### src/assert_macros.svh
// Assertion helpers for shape_overlap_scan. Each macro expects a clock named
// clk and an active-high reset named rst in the scope where it is used.
`ifndef ASSERT_MACROS_SVH
`define ASSERT_MACROS_SVH

// Consequent must hold in the same cycle as the antecedent.
`define ASSERT_SAME(label, ante, cons) \
  label: assert property (@(posedge clk) disable iff (rst) (ante) |-> (cons)) \
    else $error("assertion failed");

// Consequent must hold in the cycle after the antecedent.
`define ASSERT_NEXT(label, ante, cons) \
  label: assert property (@(posedge clk) disable iff (rst) (ante) |=> (cons)) \
    else $error("assertion failed");

`endif

### src/sos_pkg.sv
package sos_pkg;

  localparam int DefTableEntries = 64;
  localparam int MaxEntries      = 64;
  localparam int IndexW          = 6;
  // Register stages from table read to the registered hit flag.
  localparam int PipeLat         = 5;
  // Working width for coordinates, box edges and differences.
  localparam int CoordW          = 27;
  localparam int RadW            = 21;

  localparam logic ActWrite = 1'b0;
  localparam logic KindRect = 1'b0;

  typedef struct packed {
    logic               action;
    logic [5:0]         entry_index;
    logic               skip_own;
    logic               entry_live;
    logic               shape_kind;
    logic signed [23:0] pos_x;
    logic signed [23:0] pos_y;
    logic [19:0]        extent_a;
    logic [19:0]        extent_b;
  } item_t;

  typedef struct packed {
    logic       hit;
    logic [5:0] hit_index;
    logic       last;
  } result_t;

  typedef struct packed {
    logic               shape_kind;
    logic signed [23:0] pos_x;
    logic signed [23:0] pos_y;
    logic [19:0]        extent_a;
    logic [19:0]        extent_b;
  } shape_t;

  typedef enum logic [1:0] {
    ST_IDLE,
    ST_SCAN,
    ST_DRAIN,
    ST_DONE
  } state_t;

  typedef struct packed {
    logic              write_en;
    logic              load_probe;
    logic              issue;
    logic [IndexW-1:0] issue_idx;
    logic              flush;
  } cmd_t;

  // Strict overlap of two intervals [a, a+aw) and [b, b+bw) on one axis.
  function automatic logic axis_overlap(input logic signed [CoordW-1:0] a,
                                        input logic signed [CoordW-1:0] aw,
                                        input logic signed [CoordW-1:0] b,
                                        input logic signed [CoordW-1:0] bw);
    logic signed [CoordW-1:0] lo_min;
    logic signed [CoordW-1:0] hi_max;
    logic signed [CoordW-1:0] t0;
    logic signed [CoordW-1:0] t1;
    lo_min = (a < b) ? a : b;
    t0 = a - bw;
    t1 = b - aw;
    hi_max = (t0 > t1) ? t0 : t1;
    return lo_min > hi_max;
  endfunction

endpackage

### src/sos_ctrl.sv
module sos_ctrl #(
  parameter int TABLE_ENTRIES = sos_pkg::DefTableEntries
) (
  input  logic          clk,
  input  logic          rst,
  input  logic          start,
  input  logic          action,
  output logic          busy,
  output sos_pkg::cmd_t cmd
);

  localparam int SlotDepth = (TABLE_ENTRIES < sos_pkg::MaxEntries) ?
                             TABLE_ENTRIES : sos_pkg::MaxEntries;
  localparam int IdxW      = $clog2(SlotDepth);
  localparam int DrainW    = $clog2(sos_pkg::PipeLat + 1);

  sos_pkg::state_t state, state_next;
  logic [IdxW-1:0]   cnt, cnt_next;
  logic [DrainW-1:0] drain, drain_next;

  always_ff @(posedge clk) begin
    if (rst) begin
      state <= sos_pkg::ST_IDLE;
      cnt   <= '0;
      drain <= '0;
    end else begin
      state <= state_next;
      cnt   <= cnt_next;
      drain <= drain_next;
    end
  end

  always_comb begin
    state_next = state;
    cnt_next   = cnt;
    drain_next = drain;
    cmd        = '0;
    busy       = 1'b1;
    unique case (state)
      sos_pkg::ST_IDLE: begin
        busy = 1'b0;
        if (start) begin
          if (action == sos_pkg::ActWrite) begin
            cmd.write_en = 1'b1;
          end else begin
            cmd.load_probe = 1'b1;
            cnt_next       = '0;
            state_next     = sos_pkg::ST_SCAN;
          end
        end
      end
      sos_pkg::ST_SCAN: begin
        cmd.issue     = 1'b1;
        cmd.issue_idx = sos_pkg::IndexW'(cnt);
        if (cnt == IdxW'(SlotDepth - 1)) begin
          drain_next = '0;
          state_next = sos_pkg::ST_DRAIN;
        end else begin
          cnt_next = cnt + 1'b1;
        end
      end
      sos_pkg::ST_DRAIN: begin
        if (drain == DrainW'(sos_pkg::PipeLat - 1)) begin
          state_next = sos_pkg::ST_DONE;
        end else begin
          drain_next = drain + 1'b1;
        end
      end
      sos_pkg::ST_DONE: begin
        cmd.flush  = 1'b1;
        state_next = sos_pkg::ST_IDLE;
      end
      default: state_next = sos_pkg::ST_IDLE;
    endcase
  end

endmodule

### config.mk
export PLATFORM = sky130hd
export DESIGN_NAME = sos_ctrl
export DESIGN_NICKNAME = d
export VERILOG_FILES = /design/src/assert_macros.svh /design/src/sos_pkg.sv /design/src/sos_ctrl.sv
export SDC_FILE = /design/constraint.sdc
export NUM_CORES = 1
export LEC_CHECK = 0
export BUFFER_PORTS_ARGS = -buffer_cell sky130_fd_sc_hd__buf_2
export CORE_MARGIN = 1
export CORE_UTILIZATION = 52
export DETAILED_ROUTE_END_ITERATION = 10
export PLACE_DENSITY = 0.73
export SYNTH_ARGS = -nofsm -noshare
export SYNTH_HDL_FRONTEND = slang
export SYNTH_SLANG_ARGS = --single-unit
### constraint.sdc
create_clock -name clk -period 1.9 [get_ports clk]
set_input_delay 0.19 -clock clk [delete_from_list [all_inputs] [get_ports clk]]
set_output_delay 0.19 -clock clk [all_outputs]
set_load 0.01 [all_outputs]
======== After elaboration in Yosys (flattened, before gate mapping) ========
Index checks and enable logic that the tools add are counted.
word-level totals
  register bits after elaboration ......... 11
  latch bits .............................. 0
  memory bits (writable) .................. 0
  bits in read-only memories .............. 0
  bits of input ports ..................... 4
  output and inout bits ................... 11
  logic and storage cells ................. 41
  memories ................................ 0
cells by class
  $add $sub $neg .......................... 2
  multipliers ............................. 0
  div/mod/pow operators ................... 0
  order comparisons ....................... 0
  equal/unequal tests ..................... 11
  shift operators ......................... 0
  multiplexer cells ....................... 19
  bitwise logic cells ..................... 0
  reductions and logical operators ........ 6
operators with widths
  cell                                                              count
  6-bit two-way mux                                                 3
  2-bit two-way mux                                                 6
  2-bit inequality test (second input constant)                     6
  6-bit case mux with 2 select lines                                1
  2-bit case mux with 4 select lines                                1
  4-bit AND reduction                                               2
  7-bit two-way mux                                                 1
  6-bit by 1-bit adder with 6-bit output (second input constant)    1
  6-bit == test (second input constant)                             1
  3-bit two-way mux                                                 2
  3-bit case mux with 2 select lines                                1
  2-bit == test (second input constant)                             2
  1-bit two-way mux                                                 4
  2-bit nonzero test                                                2
  3-bit by 1-bit adder with 3-bit output (second input constant)    1
  3-bit == test (second input constant)                             1
  3-bit AND reduction                                               1
  2-bit by 1-bit == test with 1-bit output (second input constant)  1
  2-bit logical NOT                                                 1

======== Logic depth before layout (Yosys ltp) ========
Gate-level depths: netlist (run 1).
  word-level depth ........................ 3
  gate-level depth with buffers ........... 7
  mapped depth without buffers ............ 6

======== Worst setup path before layout (run 1) ========
No wires, ideal clock.
  path kind ............................... flip-flop to flip-flop
  start ................................... register state[1]
  end ..................................... register drain[2]
  setup time .............................. 0.103 ns
  data arrival time ....................... 1.425 ns
  required time ........................... 1.797 ns
  path slack .............................. 0.372 ns
  stages on the path, launching flop included .. 8
  buffers on the path ..................... 1
  clock period less this slack ............ 1.528 ns
  cell sequence ........................... dfxtp_1 > inv_1 > ha_1 > buf_2 > nand3_1 > o22ai_1 > and4b_1 > a2111oi_2
on the way
  word-level cells in the longest chain between the ends .. 3
  elaborated cells between the ends (all ways) .. 7
  classes of those cells .................. 4 x eq/ne; 1 x mux; 2 x reduce/logical
RTL lines
  item                                                                       RTL line        RTL
  start, declared                                                            sos_ctrl.sv:17  sos_pkg::state_t state, state_next;
  start signal, assigned                                                     sos_ctrl.sv:23  state <= sos_pkg::ST_IDLE;
  start signal, assigned                                                     sos_ctrl.sv:27  state <= state_next;
  2-bit == test or 2-bit by 1-bit == test with 1-bit output (tied branches)  sos_ctrl.sv:39  unique case (state)
  2-bit inequality test (no line) or 2-bit nonzero test (tied branches)      -
  3-bit AND reduction (no line)                                              -
  end signal, assigned                                                       sos_ctrl.sv:29  drain <= drain_next;
  end, declared                                                              sos_ctrl.sv:19  logic [DrainW-1:0] drain, drain_next;
Several ways; a longest one is shown, not always the timed one.
A chain may end at the register's enable or synchronous reset.

==> run summary, run 1 <==
Once the floorplan was initialized, standard cells occupied 57.04% of the core. The area after detailed placement is 845.8 um2. Dividing the detail-routed via count by the number of cells gives 5.605.

The average detailed-routed wire length per instance came out at 12.37 um. The cell with the most instances after synthesis is sky130_fd_sc_hd__dfxtp_1. The number of cells in the finished layout apart from fillers came out at 124. The cell area after layout is 872.1 um2.

The flow ran to the end, and the final reports show no timing, DRC or antenna violations. The worst min-delay path startpoint is rst. STA classifies the critical path startpoint as a flip-flop. The power per standard cell area is 984.7 mW/mm2. Setup repair after global routing left no endpoint under its margin. The quantity of gates resized following cts came out at 0. The overall die height came out at 40.25 um. The initial antenna violation count was 0. After synthesis, the mean cell area works out to 8.180 um2. The slew of the pin with the lowest slew margin came out at 0.3050 ns. The via count is 695. Of the synthesized area, sequential elements account for 28.95%.

CTS built an H-tree with a depth of 1. The library cell occupying the most area in the post-synthesis netlist is sky130_fd_sc_hd__dfxtp_1. The layer flagged by global routing as most heavily used is met2. The minimum setup slack after placement came out at 0.2928 ns.

The count of max-cap constraint violations is 0. The number of enable-type register cells in the synthesized netlist is 0. The layout net count is 121. The maximum clock path buffer count is 2. The placement row count came out at 13. In this run the tightest slew margin relative to its limit is 79.67%. The I/O pin count is 15. The tightest min-delay check is of the in -> reg type. Entering global routing, the biggest net connects 14 pins. By count the netlist is led by sky130_fd_sc_hd__dfxtp_1 (11), sky130_fd_sc_hd__nand2_1 (9), sky130_fd_sc_hd__a21oi_1 (7), sky130_fd_sc_hd__ha_1 (7), sky130_fd_sc_hd__inv_1 (6).

The met3 routing resource usage after global routing came out at 5.000%. The minimum clock period after layout came out at 1.709 ns. The required time reported for the critical path endpoint came out at 1.71 ns.

Counting every instance in the synthesized netlist gives 93. The share of the clock period used by the worst path is 89.94%. The met2 global-route usage is 33.87%. The post-route netlist has 23.85% of its cells at a drive strength greater than 1. The width of the die is 40.25 um.

The number of clock sinks seen by CTS came out at 11. The number of endpoints failing setup at the final stage came out at 0. The largest fanout of any net on the critical path is 13. The proportion of netlist area held by the largest area contributor is 28.95%. By startpoint and endpoint, the worst setup path is classified as reg -> out. For hold timing, the worst endpoint is drain[2]. The endpoint arrival time on the critical path is 1.52 ns. The leakage power came out at 0.3550 nW. After clock tree synthesis, the setup repair step added 0 buffers.

For this run, global-route usage on met1 was measured as 28.38%. The total negative slack came out at 0 ns. The number of cells on the worst reg-to-reg path came out at 6.

The detailed placer's ending HPWL is 1205 um. TritonCTS built the clock tree. The repair_antennas step left the layout with diodes totalling 0. The first global-routing pass estimated 2346 um of wire. In this run, distinct cell masters in the synthesized netlist total 39. For this run, the total global-route usage over all layers was measured as 22.12%. Clock tree synthesis inserted a total of 3 buffers. The count of state elements after synthesis is 11. The number of global-route vias before repair is 560.

The post-synthesis net count is 104. The number of DRC violations after detailed routing came out at 0. The mapped cell area is 760.7 um2. The quantity of I/O buffers inserted on ports came out at 14. The count of routing violations after the opening detailed-route iteration came out at 11.

The detailed-routing iteration count for the pre-antenna-repair pass came out at 4. The worst-skew pair later-pin latency is 0.27 ns. In this run the critical register-to-register path is captured at cnt[3]. The worst hold slack is 0.2527 ns. The final number of max-transition violations came to 0. Buffers inserted to repair hold after CTS numbered 0. In this run the critical register-to-register path is launched from state[0]. STA classifies the critical path endpoint as an output pin. The number of hold violations in the final report came out at 0. The share of flip-flops with an asynchronous set or reset is 0%.

The synthesis-to-layout area growth came out at 14.64%. Once placement completed, the tool counted placed cells totaling 120. The core box area came out at 0.001334 mm2. For this run, the number of Yosys warnings is 0. The total overflow left after global routing is 0. The count of cells along the worst hold path is 2. Between clock sinks in the finished design, the worst skew comes to 0.002022 ns. The final critical-path setup slack is 0.1911 ns. The reg2reg setup slack came out at 0.28 ns. The highest ir drop seen on vdd came out at 0.5345 mV. For this run, the top clock speed supported by timing is 585.2 MHz.

The clock input transition at the sequential cells of the worst setup and hold paths is 0.07 ns. In this run the clock root is driven by a sky130_fd_sc_hd__clkbuf_4. Sorting the synthesized cells by area gives the leading types as sky130_fd_sc_hd__dfxtp_1 (29%), sky130_fd_sc_hd__ha_1 (12%), sky130_fd_sc_hd__a21oi_1 (4.6%), sky130_fd_sc_hd__nand2_1 (4.4%), sky130_fd_sc_hd__and2_1 (4.1%). The die covers 0.001620 mm2.

The number of nets still failing antenna checks after routing came out at 0. Among all flip-flop cells after synthesis, the most frequent one is sky130_fd_sc_hd__dfxtp_1. The wire length reported by the detailed router is 1534 um.

The routability congestion estimate from global placement came out at 0.7586.
[metrics by stage]
stage          total power (W)  utilization [%]
2_1_floorplan        0.0005894                -
3_3_place_gp         0.0006941            63.41
3_5_place_dp         0.0006986            63.41
4_1_cts              0.0008619            65.38
5_1_grt              0.0009260            65.38
6_report             0.0008588            65.38
[sequential cells by signal, indices dropped and copies added, names as in the netlist]
| register | cells |
|---|---|
| cnt | 6 |
| drain | 3 |
| state | 2 |
[area by class of cell]
cell class              count  area, um2
well taps                  15      18.77
flip-flops and latches     11      220.2
fillers                   123      461.7
multi-input cells          72      499.2
clock buffers               4      26.28
repair buffers             16      85.08
inverters                   6      22.52
[cells by family after synthesis]
| group | share of synthesized area, % |
|---|---|
| buffers and inverters | 5.426 |
| DFF | 28.95 |
| muxes | 1.316 |
| and+or+nand+nor | 27.80 |
| AOI/OAI and AO/OA | 25.00 |
| adders and majority gates | 11.51 |
[layer usage]
layer | vias up | routed length, um | share of wire (%)
met1 | 313 | 834 | 54
li1 | 367 | - | -
met2 | 11 | 609 | 40
met4 | 0 | 36 | 2.3
met3 | 4 | 54 | 3.5
met5 | - | 0 | 0
[worst max-delay path, cell delays in order (launching register included)]
cell and delay [ns]:
sky130_fd_sc_hd__dfxtp_1 0.37, sky130_fd_sc_hd__inv_1 0.09, sky130_fd_sc_hd__ha_1 0.25, sky130_fd_sc_hd__buf_4 0.20
sky130_fd_sc_hd__and2_2 0.20, sky130_fd_sc_hd__buf_2 0.14
[worst max path at each step]
stage	start	end	slack [ns]
finish	state[1]	cmd[4]	0.19
global route	state[1]	cmd[4]	0.11
detailed placement	state[0]	cnt[3]	0.29
global placement	state[0]	cnt[3]	0.35
floorplan	state[1]	drain[2]	0.37
CTS	state[1]	cmd[4]	0.19
[where the power goes]
group | internal, W | switching, W
Clock | 0.0000814 | 0.0000820
Combinational | 0.000169 | 0.000246
Sequential | 0.000256 | 0.0000239
Total | 0.000506 | 0.000352
[layout by cell type (no fill, tap or decap), types with 2 or more instances in the layout]
cell type and n:
sky130_fd_sc_hd__a21boi_0 2, sky130_fd_sc_hd__a21oi_1 7, sky130_fd_sc_hd__a31oi_1 2, sky130_fd_sc_hd__and2_1 5, sky130_fd_sc_hd__buf_2 14, sky130_fd_sc_hd__buf_4 2
sky130_fd_sc_hd__clkbuf_4 3, sky130_fd_sc_hd__dfxtp_1 11, sky130_fd_sc_hd__ha_1 7, sky130_fd_sc_hd__inv_1 6, sky130_fd_sc_hd__nand2_1 9, sky130_fd_sc_hd__nand2b_1 2
sky130_fd_sc_hd__nand3_1 5, sky130_fd_sc_hd__nand4_1 2, sky130_fd_sc_hd__nor2_1 2, sky130_fd_sc_hd__o21a_1 2, sky130_fd_sc_hd__o21ai_0 3, sky130_fd_sc_hd__o21ai_1 2
sky130_fd_sc_hd__or3_1 2
(Power assumes the default switching activity.)
==> run 2: changes to the inputs <==
- CORE_UTILIZATION: 52 -> 47
- PLACE_DENSITY: 0.73 -> 0.69
- clock period: 1.9 -> 1.4 ns (I/O delays scaled with it)
==> run 2 against run 1 <==
  * The run now ends with negative setup slack left
  * Clock skew fell by 0.0012 ns
  * Clock power is 43% higher
  * Routed wire length is 32% higher
  * Largest cell class unchanged
  * Utilization rose by 8.4 points
  * Total power grew 79%
  * Final cell count is 11% higher
  * Hold slack got worse by 0.029 ns
  * Setup slack got worse by 0.27 ns
  * Sequential share of layout area shrank 4.8 points
  * Via count is 16% higher
  * Sequential cell count unchanged
==> run summary, run 2 (synthesis gave the netlist of run 1 again) <==
The share of the core filled with cells in the final layout is 73.75% (+8.4 points). The slew of the pin with the lowest slew margin is 0.2563 ns (-0.04862 ns). Leaving out fill and tap cells, the most frequent cells in the layout are sky130_fd_sc_hd__buf_4 (13), sky130_fd_sc_hd__buf_2 (11), sky130_fd_sc_hd__nand2_1 (7), sky130_fd_sc_hd__a21oi_1 (7), sky130_fd_sc_hd__dfxtp_1 (7).

The highest ir drop seen on vdd is 0.9618 mV (+80%). For this design, the slowest cell found on the critical path is sky130_fd_sc_hd__or4_1. The detailed placer's ending HPWL came out at 1282 um (+6.4%). The via count came to 809 (+16%). TritonCTS built the clock tree. The count of max-cap constraint violations came out at 0 (unchanged).

The number of diodes added for antenna fixing is 0 (unchanged). The required time reported for the critical path endpoint is 1.62 ns (-0.09 ns). The flip-flop count of the largest register, all copies and words added came to 6 (unchanged). The routability congestion estimate from global placement came to 0.7575 (-0.15%). The placement row count is 14 (+1). The maximum clock path buffer count was 2 (unchanged). Among cell families on the critical path, the largest total delay comes from simple AND/OR/NAND/NOR gates. The area after detailed placement is 957.2 um2 (+13%).

The initial antenna violation count is 0 (unchanged). Based on the critical path, the design can be clocked at up to 676.0 MHz. The largest register by flop count is cnt. The critical path is of the reg -> reg type. After layout, the worst path uses 105.7% of the clock period. The overall die area came out at 0.001783 mm2 (+10%). The core box area is 0.001506 mm2 (+13%). Setup repair after global routing could not meet its margin everywhere. The worst setup path is captured at a flip-flop. The minimum clock period after layout is 1.479 ns. The number of cells in the finished layout apart from fillers is 138 (+11%). The power per standard cell area is 1381 mW/mm2 (+40%).

The longest individual stage delay on the worst path came out at 0.41 ns (+0.04 ns). The run finished, with violations left. The routed metal-1 wire length came out at 946 um (+13%). The routed wire length on met2 came out at 977 um (+60%). The minimum setup slack after placement came out at -0.02827 ns (-0.3211 ns). The quantity of I/O buffers inserted on ports came out at 14 (unchanged). The checks that failed: negative setup slack. The layout net count is 134 (+11%). The fraction of layout instances using a drive strength above 1 is 43.44% (+20 points). The number of hold violations in the final report is 0 (unchanged). The leakage power was 0.4322 nW (+22%). The number of nets still failing antenna checks after routing is 0 (unchanged).

The worst-skew pair later-pin latency is 0.28 ns (about the same). The final number of max-transition violations came to 0 (unchanged). The maximum number of pins on one net before global-route repair came out at 14 (unchanged).

The count of routing violations after the opening detailed-route iteration is 23 (+12). The max-slew headroom at the worst pin was 82.42% (+2.8 points). The buffering stage count on the worst path with inverters included came out at 1 (-2). The number of global-route vias before repair is 679 (+21%). In this run the worst hold path is classified as in -> reg. The top metal layer carrying routed signals is met4.

The largest registers in the layout are cnt (6), drain (3), state (2). Leaving out fill and tap cells, the most frequent cell in the layout is sky130_fd_sc_hd__buf_4. The synthesis-to-layout area growth came out at 46.05%. The number of endpoints failing setup at the final stage is 8 (+8). The routed length on met3 came out at 62 um (+15%). The clock root buffer is sky130_fd_sc_hd__clkbuf_4. The largest fanout of any net on the critical path is 7 (-6). The post-placement cell count came to 132 (+10%). The clock input transition at the sequential cells of the worst setup and hold paths came out at 0.07 ns (about the same). The detailed-routing iteration count for the pre-antenna-repair pass was 4 (unchanged). The count of hold buffers inserted by post-cts repair came out at 0 (unchanged). The overall die height came out at 42.23 um (+4.9%).

The number of buffers created by CTS is 3 (unchanged). Walking the worst path, the cells encountered are inv_4, ha_4, nand3_1, or2_1, or4_1, o21ai_1. The worst clock skew came out at 0.0008634 ns (-0.001158 ns). The I/O pin count came out at 15 (unchanged). The global-route wire length before repair is 2918 um (+24%). The width of the die came out at 42.23 um (+4.9%). The endpoint arrival time on the critical path came to 1.70 ns (+0.18 ns). The average detailed-routed wire length per instance was 14.70 um (+19%). The final critical-path setup slack is -0.07922 ns (-0.2703 ns). The number of DRC violations after detailed routing was 0 (unchanged). The number of clock sinks seen by CTS came to 11 (unchanged). The total of fill cells in the finished design came out at 114 (-7.3%). The deepest level of the CTS H-tree came out at 1 (unchanged). The total congestion overflow after global routing is 0 (unchanged). The via density per instance came to 5.862 (+4.6%). STA classifies the critical path startpoint as a flip-flop.

The cell area after layout was 0.001111 mm2 (+27%). The overall global routing resource usage came out at 22.05% (-0.066 points). The wire length reported by the detailed router came out at 2028 um (+32%). The initial core utilization came to 50.50% (-6.5 points). The final total power is 0.001534 W (+79%).
-- run 2: worst paths after layout --
path	startpoint	end	slack [ns]	cells past startpoint
max	state[1]	cnt[5]	-0.08	6
min	rst	cnt[2]	0.22	2
max reg2reg	state[1]	cnt[5]	-0.08	6
min reg2reg	drain[1]	drain[1]	0.51	2
-- run 2: area by class of cell --
class	instances	area (um2)	area share, %
Multi-Input combinational cell	72	600.6	54.05
Sequential cell	11	227.7	20.50
Timing Repair Buffer	29	209.0	18.81
Tap cell	16	20.02	1.802
Clock buffer	4	26.28	2.365
Inverter	6	27.53	2.477
-- run 2: where the power goes --
group	internal [W]	switching, W	total [W]	leakage [nW]
Sequential	0.000357	0.0000413	0.000399	0.0911
Combinational	0.000443	0.000460	0.000903	0.326
Clock	0.000111	0.000122	0.000233	0.0150
Total	0.000910	0.000624	0.00153	0.432
-- run 2: routing by layer --
metal | vias to the layer above | GRT usage, %
met1 | 386 | 28.95
met4 | 0 | 13.13
met5 | - | 0
met2 | 19 | 32.62
li1 | 399 | -
met3 | 5 | 5.172
-- run 2: per-stage QoR --
step                      setup TNS (ns)  hold WS, ns
after floorplan                 -0.01568       0.2089
after global placement          -0.01854       0.4854
after detailed placement        -0.07019       0.4953
after CTS                        -0.2608       0.1995
after global routing              -1.034       0.2336
final                            -0.3343       0.2234
-- run 2: what timing repair did --
action	CTS	global route
gates cloned	0	0
buffers inserted	0	2
pin swaps	3	7
resized for setup	8	20
setup endpoints to repair	14	18
==> run 3: changes to the inputs <==
- CORE_UTILIZATION: 47 -> 56
- PLACE_DENSITY: 0.69 -> 0.78
- clock period: 1.4 -> 1.9 ns (I/O delays scaled with it)
==> run 3 against run 2 <==
  * The flow now finishes without violations
  * Combinational power fell by 53%
  * Non-clock buffer count shrank 13
  * Critical path depth down 1
  * Sequential share of layout area increased by 4.8 points
  * Critical path type is now reg -> out
  * Critical endpoint is now cmd[3]
==> run summary, run 3 (synthesis gave the netlist of run 1 again) <==
The worst clock skew is 0.01234 ns (+0.01147 ns). The flow ran to the end, and the final reports show no timing, DRC or antenna violations. The number of nets still failing antenna checks after routing came out at 0 (unchanged). The part of the total power dissipated in the clock network came out at 19.0% (+3.8 points). The portion of total power attributed to sequential cells is 32.3% (+6.3 points). The clock root buffer is sky130_fd_sc_hd__clkbuf_4.

The initial core utilization came to 64.14% (+14 points). The power per standard cell area came out at 995.8 mW/mm2 (-28%). The library cell used most frequently in the layout, excluding fill and tap cells, is sky130_fd_sc_hd__buf_2. Broken down by cell family, the worst path's largest delay share belongs to buffers and inverters. The overall global routing resource usage is 23.92% (+1.9 points). The count of hold buffers inserted by post-cts repair came to 0 (unchanged). TritonCTS built the clock tree. The minimum clock period after layout came out at 1.674 ns.

The internal power came to 0.0005069 W (-44%). The total negative slack came out at 0 ns (+0.3343 ns). The fraction of layout instances using a drive strength above 1 came to 23.85% (-20 points).

The required time reported for the critical path endpoint is 1.71 ns (+0.09 ns). The number of buffers created by CTS was 3 (unchanged). The overall die height is 38.86 um (-8.0%).

The deepest level of the CTS H-tree came out at 1 (unchanged). The fraction of power spent switching nets came out at 41.55% (+0.90 points). The placement row count was 12 (-2). The highest achievable clock rate came out at 597.4 MHz.

The worst-skew pair later-pin latency is 0.27 ns (about the same). The number of diodes added for antenna fixing came to 0 (unchanged). The number of global-route vias before repair came out at 572 (-16%). The longest individual stage delay on the worst path is 0.33 ns (-0.08 ns). The number of DRC violations after detailed routing is 0 (unchanged). The final total power came out at 0.0008672 W (-43%). The overall die area is 0.001510 mm2 (-15%). The leakage power came out at 0.3550 nW (-18%).

The total congestion overflow after global routing is 0 (unchanged). The number of clock sinks seen by CTS came out at 11 (unchanged). The maximum number of pins on one net before global-route repair is 14 (unchanged). The combinational share of power is 48.6% (-10 points).

The detailed placer's ending HPWL is 1158 um (-9.7%). The via count came out at 703 (-13%). The via density per instance was 5.715 (-2.5%).

The quantity of I/O buffers inserted on ports came out at 14 (unchanged). The routability congestion estimate from global placement is 0.7649 (+0.98%). The worst setup path is launched from a flip-flop.

The clock input transition at the sequential cells of the worst setup and hold paths came out at 0.08 ns (about the same). The path class of the lowest-slack min-delay path is in -> reg. The width of the die came out at 38.86 um (-8.0%). The core box area is 0.001186 mm2 (-21%). The top cell types in the final layout, fill and taps aside, are sky130_fd_sc_hd__buf_2 (14), sky130_fd_sc_hd__dfxtp_1 (11), sky130_fd_sc_hd__nand2_1 (9). The initial antenna violation count is 0 (unchanged).

The largest fanout of any net on the critical path came to 11 (+4). The layout net count was 121 (-9.7%). The max-slew headroom at the worst pin came out at 80.15% (-2.3 points). The largest registers in the layout are cnt (6), drain (3), state (2).

The largest register by flop count is cnt. The quantity of gates resized following cts was 0 (-8). The number of endpoints failing setup at the final stage is 0 (-8). The flip-flop count of the largest register, all copies and words added is 6 (unchanged).

The I/O pin count came out at 15 (unchanged). The maximum clock path buffer count came out at 2 (unchanged). The count of buffers added by post-CTS timing repair for setup came out at 0 (unchanged).

The slew of the pin with the lowest slew margin came out at 0.2978 ns (+0.04140 ns). The count of max-cap constraint violations was 0 (unchanged). The endpoint arrival time on the critical path is 1.48 ns (-0.22 ns). The worst setup path is captured at an output pin. The final number of max-transition violations is 0 (unchanged). The average detailed-routed wire length per instance came out at 12.89 um (-12%). The detailed-routing iteration count for the pre-antenna-repair pass came out at 3 (-1). The count of routing violations after the opening detailed-route iteration is 11 (-52%). The global-route wire length before repair is 2504 um (-14%). The critical path goes through inv_1, ha_1, buf_4, and2_1, buf_2. The wire length reported by the detailed router came out at 1586 um (-22%). On the critical path, the stage with the largest delay is an instance of sky130_fd_sc_hd__dfxtp_1. The worst setup path is of the reg -> out kind. Of the available clock period, the critical path in the final layout requires 88.10%. The number of hold violations in the final report is 0 (unchanged). The buffering stage count on the worst path with inverters included is 3 (+2).

Setup repair after global routing left no endpoint under its margin. The worst hold slack came to 0.2483 ns (+0.02483 ns). The highest ir drop seen on vdd is 0.6364 mV (-34%). The synthesis-to-layout area growth came out at 14.47%.

The switching power total came out at 0.0003604 W (-42%).
## run 3: changes by cell type in the layout (fill, tap and decap cells not counted), moves of 3 or more
cell,before,now
sky130_fd_sc_hd__dfxtp_2,3,0
sky130_fd_sc_hd__buf_6,5,0
sky130_fd_sc_hd__o21ai_0,0,3
sky130_fd_sc_hd__ha_4,3,0
sky130_fd_sc_hd__o21ai_1,5,2
sky130_fd_sc_hd__buf_4,13,2
sky130_fd_sc_hd__ha_1,4,7
sky130_fd_sc_hd__buf_2,11,14
sky130_fd_sc_hd__dfxtp_1,7,11
## run 3: final cells by class
class | instances | area (um2)
timing repair buffer | 16 | 85.08
inverter | 6 | 22.52
fill | 94 | 315.3
clock buffer | 4 | 26.28
tap | 14 | 17.52
sequential | 11 | 220.2
multi-input combinational | 72 | 499.2
## run 3: routing by layer
layer	GRT usage (%)	up-vias	routed length [um]
met5	0	-	0
met1	33.80	321	841
li1	-	367	-
met2	35.42	13	689
met3	3.468	2	45
met4	10.34	0	10
## run 3: worst paths after layout
| check | from | endpoint | slack, ns | depth (start not counted) |
|---|---|---|---|---|
| hold / removal | rst | cnt[1] | 0.25 | 2 |
| setup reg to reg | state[0] | cnt[3] | 0.28 | 6 |
| setup / recovery | state[1] | cmd[3] | 0.23 | 5 |
| hold reg to reg | drain[1] | drain[1] | 0.52 | 2 |
## run 3: stage by stage
step                      setup WS, ns  utilization, %  area, um2  std cells
after global routing            0.1615           73.42      870.8        123
after CTS                       0.2476           73.42      870.8        123
after floorplan                 0.3717               -      760.7         93
after detailed placement        0.2860           71.20      844.6        119
final                           0.2261           73.42      870.8        123
after global placement          0.3469           71.20      844.6        119
## run 3: power by group through the flow
| stage | sequential, W | clock, W | combinational, W |
|---|---|---|---|
| final | 0.000280 | 0.000165 | 0.000422 |
| after floorplan | 0.000280 | 0 | 0.000309 |
| after global placement | 0.000284 | 0 | 0.000410 |
| after detailed placement | 0.000285 | 0 | 0.000417 |
| after global routing | 0.000283 | 0.000176 | 0.000459 |
| after CTS | 0.000280 | 0.000168 | 0.000420 |
